[src/hdl/ttte_pkg.sv]
// Shared constants and derived widths for the thermocouple tip temperature estimator.
package ttte_pkg;

  // Field widths
  localparam int AdcW     = 12;
  localparam int WorkW    = 13;
  localparam int TipW     = 14;
  localparam int ColdW    = 10;
  localparam int AlarmW   = 2;
  localparam int InDataW  = 40;
  localparam int OutDataW = 32;
  localparam int CfgIdxW  = 1;
  localparam int CfgDataW = 12;

  // Accumulators and filters
  localparam int SamplesPerResult = 10;
  localparam int IdxW             = 4;
  localparam int SumW             = 16;
  localparam int MinW             = 13;
  localparam int AccW             = 16;
  localparam int MeanShift        = 3;
  localparam int ColdFilterShift  = 3;
  localparam int MinReset         = 5000;

  // Tip moving average weight and its reciprocal for acc / weight
  localparam int HotFilterWeight = 8;
  localparam int HotShiftL       = $clog2(HotFilterWeight);
  localparam int HotRecipShift   = AccW + HotShiftL;
  localparam logic [AccW:0] HotRecip =
    (AccW + 1)'((1 << HotRecipShift) / HotFilterWeight + 1);
  localparam logic [AccW-1:0] HotWeightV = AccW'(HotFilterWeight);
  localparam int AdW = $clog2((2 ** AccW - 1) / HotFilterWeight + 1);

  // Register reset values and indexes
  localparam int ZeroPointReset = 239;
  localparam int JumpReset      = 60;
  localparam logic [CfgIdxW-1:0] RegZeroPoint     = 1'd0;
  localparam logic [CfgIdxW-1:0] RegJumpThreshold = 1'd1;

  // Alarm codes
  localparam logic [AlarmW-1:0] AlarmNormal   = 2'd0;
  localparam logic [AlarmW-1:0] AlarmSensor   = 2'd1;
  localparam logic [AlarmW-1:0] AlarmOverTemp = 2'd2;

  // Saturation detection
  localparam int AdcFull         = 4095;
  localparam int NearFull        = 3800;
  localparam int FullCountLimit  = 60;
  localparam int NearCountLimit  = 10;
  localparam int CntW            = 16;

  // Cold junction conversion
  localparam int ColdScale  = 3300;
  localparam int ColdOffset = 500;
  localparam int ColdCap    = 400;

  // Setpoint compensation: 80 + (work - 1000) / 20 (70 at work = 1000), as ((|x| >> 2) * recip) >> shift
  localparam int CompBase     = 80;
  localparam int CompPivot    = 1000;
  localparam int CompPivotAdj = 10;
  localparam int CompW        = 9;
  localparam int Div5Shift    = 14;
  localparam logic [11:0] Div5Recip = 12'((1 << Div5Shift) / 5 + 1);

  // Tip conversion: (1000 * (ad - zp) + 806 * cold) / 806, toward zero
  localparam int TipScale      = 1000;
  localparam int TipDiv        = 806;
  localparam int NumW          = AdW + 12;
  localparam int MagW          = NumW - 1;
  localparam int TipRecipShift = MagW + $clog2(TipDiv);
  localparam longint unsigned TipRecipL =
    (64'd1 << TipRecipShift) / 64'(TipDiv) + 64'd1;
  localparam logic [MagW:0] TipRecip = (MagW + 1)'(TipRecipL);
  localparam int SplitW = 12;
  localparam int PhW    = (MagW - SplitW) + (MagW + 1);
  localparam int PlW    = SplitW + (MagW + 1);
  localparam int TotW   = 2 * MagW + 1;
  localparam int QW     = TotW - TipRecipShift;

endpackage

[src/hdl/thermocouple_tip_temperature_estimator_top.sv]
// Thermocouple tip temperature estimator: trimmed means, moving averages and alarm.
//
// Input stream: one item per ADC conversion (tip sample, cold junction sample,
// working setpoint). Every tenth accepted item closes a group and produces one
// result item (tip temperature, cold junction temperature, alarm); the other
// nine produce nothing. Only the setpoint of the closing item is used.
// Throughput: one input item per cycle while in_tready is high. Group sums,
// maxima and minima update in the accepting cycle; the group totals then run
// through a seven-register pipeline (trim, filters, scaling, counters, tip
// numerator, split reciprocal multiply) into the output register.
// The tip filter state written in one stage is read in the stage before it by
// the next group, which is always at least ten items behind.
// Stall: a waiting result holds only the output register; the pipeline and the
// input hold while the next result sits in the last stage behind it (in_tready).
// Configuration: zero_point (index 0) and jump_threshold (index 1) are written on
// the cfg channel, always ready; the user writes them only while no group is in
// flight, which the block itself does not enforce. Reset: synchronous, active low;
// clears the group, both filters, the saturation counters and the pipeline,
// sets the alarm to sensor error and loads the register defaults.
module thermocouple_tip_temperature_estimator_top
  import ttte_pkg::*;
(
  input  logic                clk,
  input  logic                rst_n,
  input  logic                in_tvalid,
  output logic                in_tready,
  input  logic [InDataW-1:0]  in_tdata,    // hot_sample[11:0], cold_sample[23:12], work_temp[36:24]
  output logic                out_tvalid,
  input  logic                out_tready,
  output logic [OutDataW-1:0] out_tdata,   // tip_temp[13:0], cold_temp[23:14], alarm[25:24]
  input  logic                cfg_valid,
  output logic                cfg_ready,
  input  logic [CfgIdxW-1:0]  cfg_index,
  input  logic [CfgDataW-1:0] cfg_data
);

  // Configuration registers
  logic [AdcW-1:0] zp_r, thr_r;

  // Group accumulators
  logic [IdxW-1:0] idx_r;
  logic [SumW-1:0] hsum_r, csum_r;
  logic [AdcW-1:0] hmax_r, cmax_r;
  logic [MinW-1:0] hmin_r, cmin_r;

  // Pipeline valids
  logic v1_r, v2_r, v3_r, v4_r, v5_r, v6_r, p_valid_r, out_valid_r;

  // Stage payloads
  logic [SumW-1:0]  g_hsum_r, g_csum_r;
  logic [AdcW-1:0]  g_hmax_r, g_cmax_r;
  logic [MinW-1:0]  g_hmin_r, g_cmin_r;
  logic [WorkW-1:0] g_wk_r;

  logic [AdcW-1:0]  m_hot_r, m_cold_r;
  logic [CompW-1:0] m_comp_r;
  logic             m_wk_nz_r;

  logic             filt_primed_r;
  logic [AccW-1:0]  hacc_r, cacc_r;
  logic [AdW-1:0]   hot_cur_r;
  logic [CompW-1:0] f_comp_r;
  logic             f_wk_nz_r;

  logic [AdW-1:0]          a_ad_r;
  logic signed [ColdW-1:0] a_cold_r;
  logic [CompW-1:0]        a_comp_r;
  logic                    a_wk_nz_r;

  logic [CntW-1:0]         fsc_r, nfc_r;
  logic [AdW-1:0]          c_ad_r;
  logic signed [ColdW-1:0] c_cold_r;

  logic [AlarmW-1:0]       alarm_r;
  logic signed [NumW-1:0]  n_num_r;
  logic signed [ColdW-1:0] n_cold_r;

  logic [PhW-1:0]          p_hi_r;
  logic [PlW-1:0]          p_lo_r;
  logic                    p_neg_r;
  logic signed [ColdW-1:0] p_cold_r;
  logic [AlarmW-1:0]       p_alarm_r;

  logic [TipW-1:0]         out_tip_r;
  logic signed [ColdW-1:0] out_cold_r;
  logic [AlarmW-1:0]       out_alarm_r;

  // Hold everything only when a finished result cannot enter the output register
  logic adv;
  assign adv        = !(p_valid_r && out_valid_r && !out_tready);
  assign in_tready  = adv;
  assign cfg_ready  = 1'b1;
  assign out_tvalid = out_valid_r;
  assign out_tdata  = {(OutDataW - TipW - ColdW - AlarmW)'(0), out_alarm_r, out_cold_r,
                       out_tip_r};

  // Input item fields
  logic [AdcW-1:0]  hs, cs;
  logic [WorkW-1:0] wk;
  assign hs = in_tdata[11:0];
  assign cs = in_tdata[23:12];
  assign wk = in_tdata[36:24];

  // Stage 0: accumulate
  logic [SumW-1:0] hsum_nxt, csum_nxt;
  logic [AdcW-1:0] hmax_nxt, cmax_nxt;
  logic [MinW-1:0] hmin_nxt, cmin_nxt;
  logic            last;
  assign hsum_nxt = hsum_r + SumW'(hs);
  assign csum_nxt = csum_r + SumW'(cs);
  assign hmax_nxt = (hs > hmax_r) ? hs : hmax_r;
  assign cmax_nxt = (cs > cmax_r) ? cs : cmax_r;
  assign hmin_nxt = (MinW'(hs) < hmin_r) ? MinW'(hs) : hmin_r;
  assign cmin_nxt = (MinW'(cs) < cmin_r) ? MinW'(cs) : cmin_r;
  assign last     = (idx_r == IdxW'(SamplesPerResult - 1));

  // Stage 1 -> 2: trimmed means (eight middle samples never exceed 15 bits)
  logic [SumW-1:0] htrim, ctrim;
  assign htrim = g_hsum_r - SumW'(g_hmax_r) - SumW'(g_hmin_r);
  assign ctrim = g_csum_r - SumW'(g_cmax_r) - SumW'(g_cmin_r);

  // Setpoint compensation, truncated toward zero
  logic signed [WorkW:0] wk_off;
  logic [WorkW-1:0]      wk_mag;
  logic [22:0]           div_prod;
  logic [CompW-1:0]      div_q, comp_nxt;
  assign wk_off   = $signed({1'b0, g_wk_r}) - $signed((WorkW + 1)'(CompPivot));
  assign wk_mag   = wk_off[WorkW] ? WorkW'(-wk_off) : wk_off[WorkW-1:0];
  assign div_prod = 23'(wk_mag[WorkW-1:2]) * 23'(Div5Recip);
  assign div_q    = div_prod[22:Div5Shift];

  always_comb begin
    priority if (g_wk_r == WorkW'(CompPivot)) begin
      comp_nxt = CompW'(CompBase - CompPivotAdj);
    end else if (wk_off[WorkW]) begin
      comp_nxt = CompW'(CompBase) - div_q;
    end else begin
      comp_nxt = CompW'(CompBase) + div_q;
    end
  end

  // Stage 2 -> 3: moving averages
  logic [AccW-1:0] cur16, hdiff, hacc_nxt, cacc_nxt;
  assign cur16 = AccW'(hot_cur_r);
  assign hdiff = (AccW'(m_hot_r) > cur16) ? AccW'(m_hot_r) - cur16 : cur16 - AccW'(m_hot_r);

  always_comb begin
    priority if (!filt_primed_r || hdiff > AccW'(thr_r)) begin
      hacc_nxt = AccW'(m_hot_r) * HotWeightV;
    end else begin
      hacc_nxt = hacc_r + AccW'(m_hot_r) - cur16;
    end
    if (!filt_primed_r) begin
      cacc_nxt = AccW'({m_cold_r, 3'b000});
    end else begin
      cacc_nxt = cacc_r + AccW'(m_cold_r) - (cacc_r >> ColdFilterShift);
    end
  end

  // Stage 3 -> 4: averages and cold junction conversion
  logic [2*AccW:0]         hprod;
  logic [AdW-1:0]          ad_nxt;
  logic [12:0]             cold_avg;
  logic [24:0]             cold_prod;
  logic signed [13:0]      cold_deg;
  logic signed [ColdW-1:0] cold_nxt;
  assign hprod     = (2 * AccW + 1)'(hacc_r) * (2 * AccW + 1)'(HotRecip);
  assign ad_nxt    = AdW'(hprod >> HotRecipShift);
  assign cold_avg  = cacc_r[AccW-1:ColdFilterShift];
  assign cold_prod = 25'(cold_avg) * 25'(ColdScale);
  assign cold_deg  = $signed({1'b0, cold_prod[24:12]}) - $signed(14'(ColdOffset));
  assign cold_nxt  = (cold_deg > $signed(14'(ColdCap))) ? ColdW'(ColdCap) : cold_deg[ColdW-1:0];

  // Stage 4 -> 5: saturation counters and compensation
  logic [CntW-1:0] fsc_nxt, nfc_nxt;
  logic [12:0]     comp_thr;
  logic [AdW-1:0]  adc_nxt;

  always_comb begin
    fsc_nxt = '0;
    nfc_nxt = nfc_r;
    if (a_ad_r == AdW'(AdcFull)) begin
      fsc_nxt = (fsc_r == '1) ? fsc_r : fsc_r + 1'b1;
    end else if (a_ad_r > AdW'(NearFull)) begin
      nfc_nxt = (nfc_r == '1) ? nfc_r : nfc_r + 1'b1;
    end else begin
      nfc_nxt = '0;
    end
  end

  assign comp_thr = 13'(a_comp_r) + 13'(zp_r);
  assign adc_nxt  = (a_wk_nz_r && (16'(a_ad_r) > 16'(comp_thr))) ?
                    a_ad_r - AdW'(a_comp_r) : a_ad_r;

  // Stage 5 -> 6: alarm and tip numerator
  logic [AlarmW-1:0]      alarm_nxt;
  logic signed [NumW-1:0] dz_w, cold_w, num_nxt;
  localparam logic signed [NumW-1:0] TipScaleS = NumW'(TipScale);
  localparam logic signed [NumW-1:0] TipDivS   = NumW'(TipDiv);

  always_comb begin
    alarm_nxt = alarm_r;
    priority if (fsc_r >= CntW'(FullCountLimit) && nfc_r == '0) begin
      alarm_nxt = AlarmSensor;
    end else if (fsc_r == '0 && nfc_r >= CntW'(NearCountLimit)) begin
      alarm_nxt = AlarmOverTemp;
    end else if (fsc_r < CntW'(FullCountLimit) && nfc_r < CntW'(NearCountLimit)) begin
      alarm_nxt = AlarmNormal;
    end else begin
      alarm_nxt = alarm_r;
    end
  end

  assign dz_w    = $signed(NumW'(c_ad_r)) - $signed(NumW'(zp_r));
  assign cold_w  = NumW'(c_cold_r);
  assign num_nxt = dz_w * TipScaleS + cold_w * TipDivS;

  // Stage 6 -> 7: magnitude and split reciprocal multiply
  logic [NumW-1:0] abs_num;
  logic [MagW-1:0] mag;
  assign abs_num = n_num_r[NumW-1] ? NumW'(-n_num_r) : NumW'(n_num_r);
  assign mag     = abs_num[MagW-1:0];

  // Stage 7 -> out: sum partials, restore sign
  logic [TotW-1:0] total;
  logic [QW-1:0]   quot, quot_s;
  assign total  = (TotW'(p_hi_r) << SplitW) + TotW'(p_lo_r);
  assign quot   = total[TotW-1:TipRecipShift];
  assign quot_s = p_neg_r ? (~quot + 1'b1) : quot;

  // Configuration
  always_ff @(posedge clk) begin
    if (!rst_n) begin
      zp_r  <= AdcW'(ZeroPointReset);
      thr_r <= AdcW'(JumpReset);
    end else if (cfg_valid) begin
      unique case (cfg_index)
        RegZeroPoint:     zp_r  <= cfg_data;
        RegJumpThreshold: thr_r <= cfg_data;
      endcase
    end
  end

  // Control and filter state
  always_ff @(posedge clk) begin
    if (!rst_n) begin
      idx_r         <= '0;
      hsum_r        <= '0;
      hmax_r        <= '0;
      hmin_r        <= MinW'(MinReset);
      csum_r        <= '0;
      cmax_r        <= '0;
      cmin_r        <= MinW'(MinReset);
      v1_r          <= 1'b0;
      v2_r          <= 1'b0;
      v3_r          <= 1'b0;
      v4_r          <= 1'b0;
      v5_r          <= 1'b0;
      v6_r          <= 1'b0;
      p_valid_r     <= 1'b0;
      out_valid_r   <= 1'b0;
      filt_primed_r <= 1'b0;
      hacc_r        <= '0;
      cacc_r        <= '0;
      fsc_r         <= '0;
      nfc_r         <= '0;
      alarm_r       <= AlarmSensor;
    end else begin
      if (adv) begin
        if (in_tvalid) begin
          if (last) begin
            // close the group and start a fresh one
            idx_r  <= '0;
            hsum_r <= '0;
            hmax_r <= '0;
            hmin_r <= MinW'(MinReset);
            csum_r <= '0;
            cmax_r <= '0;
            cmin_r <= MinW'(MinReset);
          end else begin
            idx_r  <= idx_r + 1'b1;
            hsum_r <= hsum_nxt;
            hmax_r <= hmax_nxt;
            hmin_r <= hmin_nxt;
            csum_r <= csum_nxt;
            cmax_r <= cmax_nxt;
            cmin_r <= cmin_nxt;
          end
        end
        v1_r      <= in_tvalid && last;
        v2_r      <= v1_r;
        v3_r      <= v2_r;
        v4_r      <= v3_r;
        v5_r      <= v4_r;
        v6_r      <= v5_r;
        p_valid_r <= v6_r;
        if (v2_r) begin
          filt_primed_r <= 1'b1;
          hacc_r        <= hacc_nxt;
          cacc_r        <= cacc_nxt;
        end
        if (v4_r) begin
          fsc_r <= fsc_nxt;
          nfc_r <= nfc_nxt;
        end
        if (v5_r) begin
          alarm_r <= alarm_nxt;
        end
      end
      // load the next result, or drop the one just taken
      priority if (adv && p_valid_r) begin
        out_valid_r <= 1'b1;
      end else if (out_tready) begin
        out_valid_r <= 1'b0;
      end
    end
  end

  // Pipeline payload
  always_ff @(posedge clk) begin
    if (adv) begin
      if (in_tvalid && last) begin
        g_hsum_r <= hsum_nxt;
        g_hmax_r <= hmax_nxt;
        g_hmin_r <= hmin_nxt;
        g_csum_r <= csum_nxt;
        g_cmax_r <= cmax_nxt;
        g_cmin_r <= cmin_nxt;
        g_wk_r   <= wk;
      end
      if (v1_r) begin
        m_hot_r   <= htrim[14:MeanShift];
        m_cold_r  <= ctrim[14:MeanShift];
        m_comp_r  <= comp_nxt;
        m_wk_nz_r <= (g_wk_r != '0);
      end
      if (v2_r) begin
        f_comp_r  <= m_comp_r;
        f_wk_nz_r <= m_wk_nz_r;
      end
      if (v3_r) begin
        a_ad_r    <= ad_nxt;
        hot_cur_r <= ad_nxt;
        a_cold_r  <= cold_nxt;
        a_comp_r  <= f_comp_r;
        a_wk_nz_r <= f_wk_nz_r;
      end
      if (v4_r) begin
        c_ad_r   <= adc_nxt;
        c_cold_r <= a_cold_r;
      end
      if (v5_r) begin
        n_num_r  <= num_nxt;
        n_cold_r <= c_cold_r;
      end
      if (v6_r) begin
        p_hi_r    <= PhW'(mag[MagW-1:SplitW]) * PhW'(TipRecip);
        p_lo_r    <= PlW'(mag[SplitW-1:0]) * PlW'(TipRecip);
        p_neg_r   <= n_num_r[NumW-1];
        p_cold_r  <= n_cold_r;
        p_alarm_r <= alarm_r;
      end
    end
  end

  // Output register
  always_ff @(posedge clk) begin
    if (adv && p_valid_r) begin
      out_tip_r   <= quot_s[TipW-1:0];
      out_cold_r  <= p_cold_r;
      out_alarm_r <= p_alarm_r;
    end
  end

endmodule

[config.mk]
export PLATFORM = sky130hd
export DESIGN_NAME = thermocouple_tip_temperature_estimator_top
export DESIGN_NICKNAME = d
export VERILOG_FILES = /design/src/hdl/ttte_pkg.sv /design/src/hdl/thermocouple_tip_temperature_estimator_top.sv
export SDC_FILE = /design/constraint.sdc
export NUM_CORES = 2
export LEC_CHECK = 0
export ABC_AREA = 1
export BUFFER_PORTS_ARGS = -buffer_cell sky130_fd_sc_hd__buf_2
export CAP_MARGIN = 30
export CELL_PAD_IN_SITES_DETAIL_PLACEMENT = 0
export CELL_PAD_IN_SITES_GLOBAL_PLACEMENT = 2
export CORE_ASPECT_RATIO = 1.1
export CORE_MARGIN = 4
export CORE_UTILIZATION = 41
export CTS_CLUSTER_DIAMETER = 200
export DETAILED_ROUTE_END_ITERATION = 8
export GPL_TIMING_DRIVEN = 0
export PLACE_DENSITY_LB_ADDON = 0.1
export SLEW_MARGIN = 15
export SYNTH_ARGS = -nofsm -noshare
export SYNTH_HDL_FRONTEND = slang
export SYNTH_SLANG_ARGS = --single-unit
export TNS_END_PERCENT = 30
[constraint.sdc]
create_clock -name clk -period 9.7 [get_ports clk]
set_input_delay 0.97 -clock clk [delete_from_list [all_inputs] [get_ports clk]]
set_output_delay 0.97 -clock clk [all_outputs]
set_load 0.1 [all_outputs]
==> results.toml <==
[grt]
grt_pass1_vias = 37344
grt_remaining_overflow = 0
grtUsageTotal_pct = 20.0
grt_first_pass_wirelength_um = 199000
grt_max_degree = 54
antenna_found_initial = 3

[timing]
fin_ws_ns = 1.25
period_share_pct = 87.1
slew_viol_final = 0
worst_pin_slew_ns = 0.988
fin_setup_tns_ns = 0
final_hold_viol_count = 0
clock.fmax_mhz = 118
layout_min_cycle_time_ns = 8.45
setup_viol = 0
rsz0062_at_grt = "false"
fin_skew_ns = 0.0761
max-slew-margin-rel_pct = 33.9

[floorplanning]
rows = 132
start_util_pct = 41.5
coreArea_um2 = 118000
ios = 93
dieArea_um2 = 125000
die_x_um = 338
fp.dieH_um = 371

[setup_path]
path_common_cell = "inv_1"
r2r_end = "n_num_r[24]"
critPathCaptureType = "flop"
rr_worst_depth = 36
critPathBufInv = 6
path_max_fanout = 6
cp_slowest_cell = "fa_1"
cp_slowest_stage_delay_ns = 0.58
crit_family = "adder cells"
critPathKind = "flop to flop"
start_kind = "flop"
r2r_start = "zp_r[1]"
critPathArrivalTime_ns = 8.86
crit_required_ns = 10.12
reg2reg_slack_ns = 1.25

[drt]
wl_per_cell_um = 16.7
vias = 35927
ant_nets = 0
routed_wl_um = 123000
route.detailed.drc = 0
dr.first_iter.drc_count = 1324
viasPerCell = 4.91
firstDrtPassIters = 5

[min_path]
min_path_type = "flop to flop"
hold_depth = 0
worstHoldEndpoint = "out_cold_r[7]"
min_from = "p_cold_r[7]"

[power]
power_leakage_nw = 25.6
p_clk_share_pct = 25.1
p_sw_mw = 3.79
p_seq_share_pct = 27.6
p_per_area_nw_per_um2 = 175
comb_power_share_pct = 47.3
ir_drop_v = 0.000292
p_int_mw = 5.61
p_sw_share_pct = 40.3

[synthesis]
synth.top_cells.by_count = "inv_1 (1144), nand2_1 (804), ha_1 (726)"
ys_ff_latch = 509
seq_area_frac_synth_pct = 27.4
synth_warnings = 0
ys.flop_type = "edfxtp_1"
syn_area_per_cell_um2 = 8.83
synthDominantCellAreaShare_pct = 19.9
synthArstFlopShare_pct = 0
synth_edf_count = 326
synth_largest_area_cell = "edfxtp_1"
syn_area_um2 = 49100
synthTopCellsByArea = "edfxtp_1 (20%), ha_1 (19%), fa_1 (15%)"
yosys.cell_count.top_type = "inv_1"
postSynthCellCount = 5559
synth_cell_types = 68

[layout]
synthToLayoutAreaGrowth_pct = 9.60
fin_nets = 6882
drive_gt1_share_pct = 5.50
nFillCells = 11829

[clocking]
cts_max_path_buffers = 3
cts_resized = 0
clk_pin_slew_worst_paths_ns = 0.06
cts_buffers = 61
tritoncts = "yes"
cts_hold_buf = 0
ctsRootBufferMaster = "clkbuf_16"
cts_setup_buffers = 0
htreeDepth = 2
cts_sinks = 509
clkLatencyLatePin_ns = 0.71

[placement]
gp_congestion = 0.889
hpwl_um = 105000
io_buffers = 82
dp_slack_ns = 1.19

[flow_run]
drv_cap = 0

[outcome]
outcome = "complete, no violations"
[placed cells by master (no fill, tap or decap), types with 19 or more instances in the layout]
master,n
inv_1,1139
nand2_1,804
ha_1,726
a21oi_1,523
fa_1,372
edfxtp_1,326
o21ai_0,254
nor2_1,238
xor2_1,205
dfxtp_1,183
nand3_1,146
xnor2_1,99
buf_2,87
nor3_1,69
clkbuf_16,61
clkbuf_1,59
nand4_1,44
a21o_1,36
o211ai_1,30
a31oi_1,30
nand2_2,19
[stage by stage]
step	utilization (%)	instance area (um2)	power, mW	std cells	hold slack [ns]
after floorplan	-	49100	5.96	5567	0.400
after global placement	43.5	51400	7.14	7190	0.401
after detailed placement	43.7	51700	7.15	7204	0.405
after CTS	45.5	53800	9.57	7319	0.418
after global routing	45.5	53800	10.2	7319	0.422
final	45.5	53800	9.40	7321	0.416
[how the worst max path moves through the flow]
stage / startpoint / to / slack (ns) / depth (start not counted)
floorplan: zp_r[1] / n_num_r[24] / 2.41 / 36
global placement: n_cold_r[0] / p_hi_r[33] / 1.13 / 29
detailed placement: zp_r[1] / n_num_r[24] / 1.19 / 41
CTS: zp_r[1] / n_num_r[24] / 1.13 / 41
global route: zp_r[1] / n_num_r[24] / 0.38 / 36
finish: zp_r[1] / n_num_r[24] / 1.25 / 36
[worst reg2reg max path: cells and delay by family (launching register included)]
| family | cells | cell delay, ns |
|---|---|---|
| buf+inv | 6 | 0.60 |
| compound gates | 12 | 2.73 |
| simple gates | 7 | 0.56 |
| xor+xnor | 4 | 0.77 |
| flops | 1 | 0.45 |
| fa+ha+maj | 7 | 3.07 |
[cells by family after synthesis]
family	count (synthesis)	synth area share [%]
multiplexers	1	0.0204
flip-flops	509	27.4
adder cells (fa/ha/maj)	1098	33.7
AO/OA/AOI/OAI	999	11.3
XOR/XNOR	308	5.63
other	2	0.0153
AND/OR/NAND/NOR	1414	12.4
buffers and inverters	1228	9.51
[power by group through the flow]
stage | Clock [mW] | Sequential, mW | Combinational (mW)
floorplan | 0 | 2.63 | 3.33
global placement | 0 | 2.64 | 4.50
detailed placement | 0 | 2.64 | 4.51
CTS | 2.45 | 2.59 | 4.53
global route | 2.53 | 2.60 | 5.12
finish | 2.36 | 2.59 | 4.44
[state kept, by name, summed over array words and instances (netlist names), 14 cells and up]
| name | cells |
|---|---|
| nfc_r | 16 |
| csum_r | 15 |
| out_tip_r | 14 |
| hsum_r | 15 |
| p_lo_r | 26 |
| p_hi_r | 36 |
| hacc_r | 16 |
| fsc_r | 16 |
| g_csum_r | 15 |
| cacc_r | 16 |
| g_hsum_r | 15 |
| n_num_r | 23 |
[layer usage]
layer	global-route usage (%)	up-vias	share of wire [%]
met5	0	-	0
met4	4.23	0	1.9
met3	1.89	133	2.5
met2	37.8	354	52
met1	24.4	16911	43
li1	-	18529	-
[layout make-up]
cell class	count	area, um2	share of cell area [%]
multi-input cells	3830	31000	57.6
repair buffers	96	646	1.20
flip-flops and latches	509	13500	25.0
inverters	1160	4360	8.10
diodes	2	5.00	0.00930
clock inverters	46	495	0.921
plain buffers	68	312	0.579
clock buffers	69	1590	2.95
well taps	1541	1930	3.58
Note: power is estimated with default switching activity, not from simulation.
